$ cat src/rtl/scs_pkg.sv
// Shared constants, codes, types and helpers of the stack cache spill/fill block.
`default_nettype none

package scs_pkg;

  // Scratchpad geometry and request cap
  localparam int unsigned CACHE_WORDS  = 512;
  localparam int unsigned IDX_W        = $clog2(CACHE_WORDS);
  localparam int unsigned MAX_REQ      = 63;
  localparam int unsigned CNT_W        = 6;
  localparam int unsigned CFG_W        = 4;
  localparam int unsigned LOG2_MIN     = 2;
  localparam int unsigned LOG2_MAX     = IDX_W;
  localparam logic [31:0] WORD_BYTES   = 32'd4;

  // Input command codes
  localparam logic [2:0] CMD_RESERVE = 3'd0;
  localparam logic [2:0] CMD_ENSURE  = 3'd1;
  localparam logic [2:0] CMD_FREE    = 3'd2;
  localparam logic [2:0] CMD_FILL    = 3'd3;
  localparam logic [2:0] CMD_INIT    = 3'd4;

  // Result kinds
  localparam logic [1:0] KIND_SPILL = 2'd0;
  localparam logic [1:0] KIND_REQ   = 2'd1;
  localparam logic [1:0] KIND_DONE  = 2'd2;

  typedef struct packed {
    logic accept;
    logic calc;
    logic sp_rd;
    logic sp_emit;
    logic req_emit;
    logic done_emit;
    logic clear;
  } scs_cmd_t;

  typedef struct packed {
    logic calc_zero;
    logic op_reserve;
    logic cnt_one;
    logic out_free;
    logic clr_last;
    logic in_fill;
  } scs_sts_t;

  // Positive part of a byte difference, in words, capped at MAX_REQ
  function automatic logic [CNT_W-1:0] words_of(input logic [31:0] diff);
    logic [29:0] w;
    w = diff[31:2];
    if (diff == 32'd0 || diff[31]) begin
      return '0;
    end else if (w > 30'(MAX_REQ)) begin
      return CNT_W'(MAX_REQ);
    end else begin
      return w[CNT_W-1:0];
    end
  endfunction

endpackage

`default_nettype wire

$ cat src/rtl/scs_ctrl.sv
// Controller state machine: sequences clear, accept, count, transfers and done.
`default_nettype none

module scs_ctrl (
  input  wire logic              clk_i,
  input  wire logic              rst_ni,
  input  wire logic              in_valid_i,
  output logic                   in_ready_o,
  input  wire scs_pkg::scs_sts_t sts_i,
  output scs_pkg::scs_cmd_t      cmd_o
);
  import scs_pkg::*;

  localparam logic [2:0] ST_CLEAR  = 3'd0;
  localparam logic [2:0] ST_IDLE   = 3'd1;
  localparam logic [2:0] ST_CALC   = 3'd2;
  localparam logic [2:0] ST_SP_RD  = 3'd3;
  localparam logic [2:0] ST_SP_OUT = 3'd4;
  localparam logic [2:0] ST_REQ    = 3'd5;
  localparam logic [2:0] ST_DONE   = 3'd6;

  logic [2:0] state_q, state_d;

  always_comb begin
    state_d    = state_q;
    cmd_o      = '0;
    in_ready_o = 1'b0;
    case (state_q)
      ST_CLEAR: begin
        cmd_o.clear = 1'b1;
        if (sts_i.clr_last) begin
          state_d = ST_IDLE;
        end
      end
      ST_IDLE: begin
        in_ready_o = 1'b1;
        if (in_valid_i) begin
          cmd_o.accept = 1'b1;
          // a fill beat only writes the ring
          if (!sts_i.in_fill) begin
            state_d = ST_CALC;
          end
        end
      end
      ST_CALC: begin
        cmd_o.calc = 1'b1;
        if (sts_i.calc_zero) begin
          state_d = ST_DONE;
        end else if (sts_i.op_reserve) begin
          state_d = ST_SP_RD;
        end else begin
          state_d = ST_REQ;
        end
      end
      ST_SP_RD: begin
        cmd_o.sp_rd = 1'b1;
        state_d     = ST_SP_OUT;
      end
      ST_SP_OUT: begin
        if (sts_i.out_free) begin
          cmd_o.sp_emit = 1'b1;
          state_d       = sts_i.cnt_one ? ST_DONE : ST_SP_RD;
        end
      end
      ST_REQ: begin
        if (sts_i.out_free) begin
          cmd_o.req_emit = 1'b1;
          if (sts_i.cnt_one) begin
            state_d = ST_DONE;
          end
        end
      end
      ST_DONE: begin
        if (sts_i.out_free) begin
          cmd_o.done_emit = 1'b1;
          state_d         = ST_IDLE;
        end
      end
      default: begin
        state_d = ST_IDLE;
      end
    endcase
  end

  always_ff @(posedge clk_i or negedge rst_ni) begin
    if (!rst_ni) begin
      state_q <= ST_CLEAR;
    end else begin
      state_q <= state_d;
    end
  end

  a_clear_holds: assert property (@(posedge clk_i) disable iff (!rst_ni)
    (state_q == ST_CLEAR && !sts_i.clr_last) |=> (state_q == ST_CLEAR))
    else $error("left the clearing pass early");

  a_one_action: assert property (@(posedge clk_i) disable iff (!rst_ni)
    $onehot0({cmd_o.sp_emit, cmd_o.req_emit, cmd_o.done_emit, cmd_o.clear, cmd_o.accept}))
    else $error("conflicting datapath commands");

  a_spill_after_read: assert property (@(posedge clk_i) disable iff (!rst_ni)
    (state_q == ST_SP_OUT) |-> ($past(state_q) == ST_SP_RD || $past(state_q) == ST_SP_OUT))
    else $error("spill beat without a ring read");

endmodule

`default_nettype wire

$ cat config.mk
export PLATFORM = sky130hd
export DESIGN_NAME = scs_ctrl
export DESIGN_NICKNAME = d
export VERILOG_FILES = /design/src/rtl/scs_pkg.sv /design/src/rtl/scs_ctrl.sv
export SDC_FILE = /design/constraint.sdc
export NUM_CORES = 1
export LEC_CHECK = 0
export BUFFER_PORTS_ARGS = -buffer_cell sky130_fd_sc_hd__buf_2
export CAP_MARGIN = 20
export CORE_AREA = 2 2 39 41
export DETAILED_ROUTE_END_ITERATION = 10
export DIE_AREA = 0 0 41 43
export GPL_ROUTABILITY_DRIVEN = 0
export MAX_ROUTING_LAYER = met4
export PLACE_DENSITY_LB_ADDON = 0.3
export SKIP_CTS_REPAIR_TIMING = 1
export SLEW_MARGIN = 30
export SYNTH_ARGS = -nofsm -noshare
export SYNTH_HDL_FRONTEND = slang
export SYNTH_SLANG_ARGS = --single-unit
export TNS_END_PERCENT = 1
$ cat constraint.sdc
create_clock -name clk_i -period 1.9 [get_ports clk_i]
set_input_delay 0.57 -clock clk_i [delete_from_list [all_inputs] [get_ports clk_i]]
set_output_delay 0.57 -clock clk_i [all_outputs]
set_load 0.01 [all_outputs]
==> results of run 1 <==
[layout make-up]
class / count / area (µm²) / area share (%)
Multi-Input combinational cell: 33 / 223 / 51.6
Timing Repair Buffer: 16 / 80.1 / 18.6
Sequential cell: 3 / 78.8 / 18.3
Clock buffer: 4 / 26.3 / 6.09
Tap cell: 16 / 20.0 / 4.64
Inverter: 1 / 3.75 / 0.870
[through the flow]
stage / setup TNS, ps / hold WS [ps] / power [W]
2_1_floorplan: 0 / 274 / 0.000505
3_3_place_gp: 0 / 367 / 0.000580
3_5_place_dp: 0 / 366 / 0.000582
4_1_cts: -6.56 / 120 / 0.000698
5_1_grt: 0 / 111 / 0.000771
6_report: 0 / 119 / 0.000700
[cells in the final DEF, fill, tap and decap left out, drive strengths merged]
cell    Yosys  layout
o22a        1       1
a21oi       2       2
mux2        1       1
a211oi      1       1
nor2        5       5
dfrtp       3       3
inv         1       1
nor2b       1       1
and3        2       2
and4        1       1
nor3b       2       2
a32o        2       2
o211ai      1       1
nand2b      4       4
nand2       3       3
or3         1       1
clkbuf      0       4
and2        2       2
o21ai       2       2
nor3        1       1
buf         3      16
o22ai       1       1
[cells by family (layout without fill, tap and decap cells)]
logic type,Yosys count,after routing
flip-flops,3,3
AO/OA/AOI/OAI,10,10
buffers and inverters,4,21
AND/OR/NAND/NOR,22,22
multiplexers,1,1
[critical path, cell delays in order, from the launching register on]
cell and delay (ps):
dfrtp_2 480, nor3b_2 240, and2_1 140, buf_2 120
[final timing paths]
check / depth (start not counted) / slack (ps) / to
setup / recovery: 3 / 110 / cmd_o[6]
hold / removal: 1 / 120 / state_q[0]
setup reg to reg: 4 / 330 / state_q[1]
hold reg to reg: 2 / 680 / state_q[0]
max in group asynchronous: 1 / 1660 / state_q[1]
min in group clk_i: 4 / 670 / state_q[0]
[per-layer routing]
| layer | global-route usage [%] | vias to the layer above |
|---|---|---|
| li1 | - | 181 |
| met1 | 10.9 | 154 |
| met2 | 16.9 | 13 |
| met3 | 3.14 | 2 |
| met4 | 6.00 | 0 |
| met5 | - | - |
[power by group through the flow]
stage,Clock (W),Combinational (W),Sequential [W]
2_1_floorplan,0,0.000390,0.000115
3_3_place_gp,0,0.000385,0.000195
3_5_place_dp,0,0.000388,0.000194
4_1_cts,0.000113,0.000389,0.000195
5_1_grt,0.000122,0.000435,0.000214
6_report,0.000112,0.000386,0.000202
==> results.json, run 1 <==
{
  "status": "finished, final reports clean",
  "post-route-drc-count": 0,
  "ys_seq_area_share_pct": 23.3,
  "ir_worst_vdd_uv": 454,
  "syn_inst": 40,
  "power_frac_seq_pct": 28.9,
  "top_regs": "state_q: 3 flops",
  "drive_gt1_share_pct": 47.4,
  "ys_warn_count": 0,
  "hp-class": "input pin to async pin",
  "grt_pass1_vias": 327,
  "clk_pin_slew_worst_paths_ps": 40,
  "syn_to_final_growth_pct": 33.7,
  "synth_fp_nets": 49,
  "fp.dieH_um": 43,
  "cts_num_sinks": 3,
  "setup_viol": 0,
  "grtUsageTotal_pct": 10.6,
  "synth-main-ff-cell": "dfrtp_1",
  "synth-xor-area-share_pct": 0,
  "arrival_ps": 1220,
  "regMostFlops": "state_q",
  "fin_area_um2": 432,
  "synth_fa_ha_area_share_pct": 0,
  "drt_iter0_markers": 2,
  "critPathMaxFanout": 12,
  "tightest_slew_ps": 277,
  "root_buffer": "clkbuf_4",
  "postRouteAntennaNets": 0,
  "hold_viol_final": 0,
  "r2r_start": "state_q[2]",
  "fillers": 155,
  "slew_headroom_pct": 81.4,
  "synth_top_family_by_area": "simple AND/OR/NAND/NOR gates",
  "wl_um": 765,
  "nNetsFinal": 67,
  "std_cell_rows": 14,
  "synth-simple-area-share_pct": 39.1,
  "yosysTopAreaCell": "dfrtp_1",
  "fin_crit_ps": 1790,
  "path_class": "flip-flop to output pin",
  "numCtsBuffers": 3,
  "synth_top_cell_area_share_pct": 23.3,
  "synth_edf_count": 0,
  "routedLengthMet1_um": 353,
  "insertion_delay_ps": 230,
  "maxSlewViolCount": 0,
  "syn_area_um2": 323,
  "placed_cells": 69,
  "required_ps": 1330,
  "pwr-share-comb_pct": 55.2,
  "fin_util_pct": 31.2,
  "timing.fmax_ghz": 0.560,
  "finalCritPeriodShare_pct": 94.0,
  "overflow": 0,
  "worstSetupStartpoint": "state_q[2]",
  "htree_levels": 1,
  "wl_met2_um": 348,
  "skew_ps": 5.15,
  "die_x_um": 41,
  "met3_length_um": 50,
  "powerDensity_nw_per_um2": 1620,
  "grt_antenna_before_repair": 0,
  "clockBufferDepth": 2,
  "switchingPower_w": 0.000311,
  "dieArea_um2": 1760,
  "synth_most_common_cell": "nor2_1",
  "synth_seq_cells": 3,
  "core_area_um2": 1380,
  "endpoint_kind": "output pin",
  "dp_hpwl_um": 575,
  "drv_cap": 0,
  "worst_slack_ps": 114,
  "rsz0062_at_grt": "false",
  "synthArstFlopShare_pct": 100,
  "synth_common_cells": "5 x nor2_1, 4 x nand2b_1, 3 x dfrtp_1, 3 x nand2_1",
  "syn_area_per_cell_um2": 8.07,
  "p_int_w": 0.000389,
  "synth_compound_area_share_pct": 24.4,
  "placed_cell_area_um2": 399,
  "grt_pass1_wl_um": 1230,
  "clockPowerShare_pct": 16.0,
  "via_per_inst": 4.79,
  "diodes": 0,
  "swShare_pct": 44.4,
  "cts_tree": "yes",
  "start_util_pct": 23.3,
  "firstDrtPassIters": 4,
  "synth.area.top_cells": "dfrtp_1 23%, nand2b_1 7.8%, a32o_1 6.2%",
  "ys_types": 25,
  "port_buffers": 16,
  "dp_slack_ps": 228,
  "largest_reg_flops": 3,
  "highest_layer": "met4",
  "final_cells": 73,
  "ios": 17,
  "muxShareOfSynthArea_pct": 4.65,
  "wl_per_cell_um": 10.5,
  "dr_total_vias": 350,
  "grt_max_degree": 14,
  "p_leak_nw": 0.207,
  "cp-start-kind": "flip-flop"
}
Power figures use the tool's default switching activity.
==> run 2, diff against run 1 <==
PLACE_DENSITY_LB_ADDON = 0.15   (was 0.3)
==> results.json, run 2 (synthesis gave the netlist of run 1 again) <==
{
  "grt_max_degree": 14,
  "root_buffer": "clkbuf_4",
  "cpMaxStageDelayCell": "dfrtp_2",
  "path_class": "flip-flop to output pin",
  "slew_headroom_pct": 84.3,
  "cp-start-kind": "flip-flop",
  "fillers": 154,
  "dr_total_vias": 344,
  "std_cell_rows": 14,
  "start_util_pct": 23.3,
  "cp_num_buf_inv": 1,
  "via_per_inst": 4.71,
  "diodes": 0,
  "r2r_start": "state_q[2]",
  "fp.dieH_um": 43,
  "required_ps": 1330,
  "hold_viol_final": 0,
  "numCtsBuffers": 3,
  "ir_worst_vdd_uv": 375,
  "r2r_cells": 4,
  "wl_um": 787,
  "clockBufferDepth": 2,
  "postRouteAntennaNets": 0,
  "critPathMaxFanout": 12,
  "core_area_um2": 1380,
  "fin_area_um2": 437,
  "drt_iter0_markers": 3,
  "cp_top_family": "flip-flops",
  "setup_tns_ps": 0,
  "largest_reg_flops": 3,
  "maxSlewViolCount": 0,
  "tightest_slew_ps": 236,
  "nNetsFinal": 67,
  "drive_gt1_share_pct": 49.1,
  "skew_ps": 1.49,
  "grt_use_met3_pct": 4.71,
  "syn_to_final_growth_pct": 35.3,
  "dieArea_um2": 1760,
  "slowest_delay_ps": 480,
  "wl_per_cell_um": 10.8,
  "drv_cap": 0,
  "overflow": 0,
  "grt.met2_usage_pct": 14.1,
  "r2r_end": "state_q[1]",
  "clk_pin_slew_worst_paths_ps": 40,
  "insertion_delay_ps": 230,
  "powerDensity_nw_per_um2": 1630,
  "firstDrtPassIters": 4,
  "post-route-drc-count": 0,
  "endpoint_kind": "output pin",
  "layout_common_cells": "16 x buf_2, 5 x nor2_1, 4 x nand2b_1",
  "arrival_ps": 1230,
  "cts_tree": "yes",
  "ios": 17,
  "r2r_slack_ps": 340,
  "grtUsageTotal_pct": 10.6,
  "grtUsageMet1_pct": 14.7,
  "mostFrequentLayoutCell": "buf_2",
  "regMostFlops": "state_q",
  "finalCritPeriodShare_pct": 94.5,
  "grt_pass1_vias": 290,
  "htree_levels": 1,
  "setup_viol": 0,
  "dp_hpwl_um": 614,
  "status": "finished, final reports clean",
  "crit_chain": "nor3b_2 > and2_1 > buf_2",
  "top_regs": "state_q: 3 flops",
  "grt_antenna_before_repair": 0,
  "timing.fmax_ghz": 0.557,
  "cts_num_sinks": 3,
  "grt_busiest_layer": "met1",
  "placed_cell_area_um2": 399,
  "p_leak_nw": 0.209,
  "hp-class": "input pin to async pin",
  "grt_pass1_wl_um": 1250,
  "die_x_um": 41,
  "rsz0062_at_grt": "false",
  "fin_crit_ps": 1800,
  "port_buffers": 16
}
-- run 2: cell counts in the layout (fill, tap and decap cells not counted) --
Identical to the previous run, type by type.
-- run 2: worst max path at each step --
stage,slack [ps],to,startpoint,depth (start not counted)
4_1_cts,-5,cmd_o[3],state_q[2],3
5_1_grt,20,cmd_o[6],state_q[2],3
2_1_floorplan,320,cmd_o[6],state_q[2],3
3_3_place_gp,230,cmd_o[3],state_q[2],3
3_5_place_dp,230,state_q[1],sts_i[1],5
6_report,100,cmd_o[6],state_q[2],3
-- run 2: worst register-to-register path: stages (launching register included) --
cell	delay [ps]
dfrtp_2	480
or3_1	410
a21oi_2	190
nor2_1	80
mux2_4	290
-- run 2: final cells by class --
| cell class | instances | area (µm²) | area share, % |
|---|---|---|---|
| Sequential cell | 3 | 78.8 | 18.1 |
| Inverter | 1 | 3.75 | 0.860 |
| Tap cell | 16 | 20.0 | 4.58 |
| Clock buffer | 4 | 26.3 | 6.02 |
| Multi-Input combinational cell | 33 | 228 | 52.1 |
| Timing Repair Buffer | 16 | 80.1 | 18.3 |
-- run 2: through the flow --
stage | instances | utilization, % | worst slack, ps | total power (W) | hold slack [ps]
2_1_floorplan | 40 | - | 324 | 0.000505 | 274
3_3_place_gp | 69 | 28.8 | 227 | 0.000591 | 368
3_5_place_dp | 69 | 28.8 | 233 | 0.000588 | 368
4_1_cts | 73 | 30.7 | -5.03 | 0.000702 | 125
5_1_grt | 73 | 31.6 | 20.2 | 0.000780 | 119
6_report | 73 | 31.6 | 104 | 0.000710 | 127
-- run 2: per-layer routing --
layer  wire (µm)  vias up
met2         325       18
met4           0        0
met3          59        0
met1         402      148
met5           0        -
li1            -      178
-- run 2: report_power, final --
part           leakage, nW  switching (W)  internal, W  total [W]
clock network       0.0150      0.0000311    0.0000786   0.000110
registers           0.0334       0.000102     0.000104   0.000206
logic                0.160       0.000185     0.000210   0.000394
total                0.209       0.000318     0.000392   0.000710
==> run 3, diff against run 2 <==
PLACE_DENSITY = 0.47   (was not set)
PLACE_DENSITY_LB_ADDON = not set   (was 0.15)
==> results.json, run 3 (synthesis gave the netlist of run 1 again) <==
{
  "grt_max_degree": 14,
  "fin_crit_ps": 1800,
  "wl_per_cell_um": 11.0,
  "power_frac_seq_pct": 29.2,
  "largest_reg_flops": 3,
  "diodes": 0,
  "dp_hpwl_um": 625,
  "port_buffers": 16,
  "endpoint_kind": "output pin",
  "post-route-drc-count": 0,
  "cts_tree": "yes",
  "dr_total_vias": 351,
  "slew_headroom_pct": 84.7,
  "ir_worst_vdd_uv": 408,
  "critPathMaxFanout": 12,
  "grt_pass1_vias": 319,
  "power.total_w": 0.000707,
  "setup_viol": 0,
  "clockBufferDepth": 2,
  "swShare_pct": 44.9,
  "required_ps": 1330,
  "grt_pass1_wl_um": 1180,
  "drv_cap": 0,
  "cts_num_sinks": 3,
  "htree_levels": 1,
  "nNetsFinal": 67,
  "start_util_pct": 23.3,
  "fillers": 152,
  "switchingPower_w": 0.000317,
  "numCtsBuffers": 3,
  "grtUsageTotal_pct": 10.2,
  "fin_area_um2": 434,
  "ios": 17,
  "drive_gt1_share_pct": 47.4,
  "skew_ps": 1.29,
  "cp-start-kind": "flip-flop",
  "finalCritPeriodShare_pct": 95.0,
  "firstDrtPassIters": 3,
  "syn_to_final_growth_pct": 34.5,
  "hp-class": "input pin to async pin",
  "tightest_slew_ps": 229,
  "clk_pin_slew_worst_paths_ps": 40,
  "root_buffer": "clkbuf_4",
  "regMostFlops": "state_q",
  "setup_tns_ps": 0,
  "core_area_um2": 1380,
  "timing.fmax_ghz": 0.554,
  "via_per_inst": 4.81,
  "path_class": "flip-flop to output pin",
  "fp.dieH_um": 43,
  "top_regs": "state_q: 3 flops",
  "powerDensity_nw_per_um2": 1630,
  "mostFrequentLayoutCell": "buf_2",
  "postRouteAntennaNets": 0,
  "grt_antenna_before_repair": 0,
  "status": "finished, final reports clean",
  "fin_util_pct": 31.4,
  "die_x_um": 41,
  "rsz0062_at_grt": "true",
  "dieArea_um2": 1760,
  "crit_chain": "nor2b_1 > and3_1 > buf_2",
  "slowest_delay_ps": 480,
  "hold_viol_final": 0,
  "placed_cell_area_um2": 399,
  "maxSlewViolCount": 0,
  "std_cell_rows": 14,
  "clockPowerShare_pct": 15.6,
  "cpMaxStageDelayCell": "dfrtp_2",
  "wl_um": 804,
  "drt_iter0_markers": 1,
  "arrival_ps": 1230,
  "pwr-share-comb_pct": 55.2,
  "p_int_w": 0.000390,
  "layout_common_cells": "16 x buf_2, 5 x nor2_1, 4 x nand2b_1",
  "finalHoldWorstSlack_ps": 126,
  "p_leak_nw": 0.208,
  "overflow": 0,
  "insertion_delay_ps": 230
}
[run 3: per-layer routing]
metal	track usage (%)	vias up	share of wire, %
li1	-	178	-
met1	9.52	163	47
met2	17.2	10	47
met3	3.14	0	6.1
met4	6.00	0	0
met5	-	-	0
[run 3: final cells by class]
class                   count  area [µm²]  share of cell area, %
inverters                   1        3.75                  0.865
clock buffers               4        26.3                   6.05
flip-flops and latches      3        78.8                   18.2
repair buffers             16        80.1                   18.4
multi-input cells          33         225                   51.9
well taps                  16        20.0                   4.61
[run 3: critical path: cells and delay by family, from the launching register on]
family        cells  cell delay (ps)
flops             1              480
simple gates      2              400
buf+inv           1              120
[run 3: power groups by stage]
| stage | clock, W | combinational [W] | sequential, W |
|---|---|---|---|
| 6_report | 0.000110 | 0.000390 | 0.000207 |
| 5_1_grt | 0.000121 | 0.000438 | 0.000216 |
| 4_1_cts | 0.000115 | 0.000395 | 0.000195 |
| 3_5_place_dp | 0 | 0.000394 | 0.000196 |
| 3_3_place_gp | 0 | 0.000388 | 0.000197 |
| 2_1_floorplan | 0 | 0.000390 | 0.000115 |
[run 3: worst paths after layout]
check                      startpoint         end  slack, ps  depth (start not counted)
setup / recovery           state_q[2]    cmd_o[2]        100                          3
setup reg to reg           state_q[2]  state_q[1]        330                          4
min in group clk_i           sts_i[5]  state_q[0]        680                          4
hold reg to reg            state_q[1]  state_q[1]        710                          1
hold / removal                 rst_ni  state_q[2]        130                          1
max in group asynchronous      rst_ni  state_q[1]       1660                          1
[run 3: through the flow]
step	worst slack, ps	std cells
global placement	228	69
floorplan	324	40
CTS	-2.28	73
finish	95.6	73
detailed placement	231	69
global route	-13.8	73
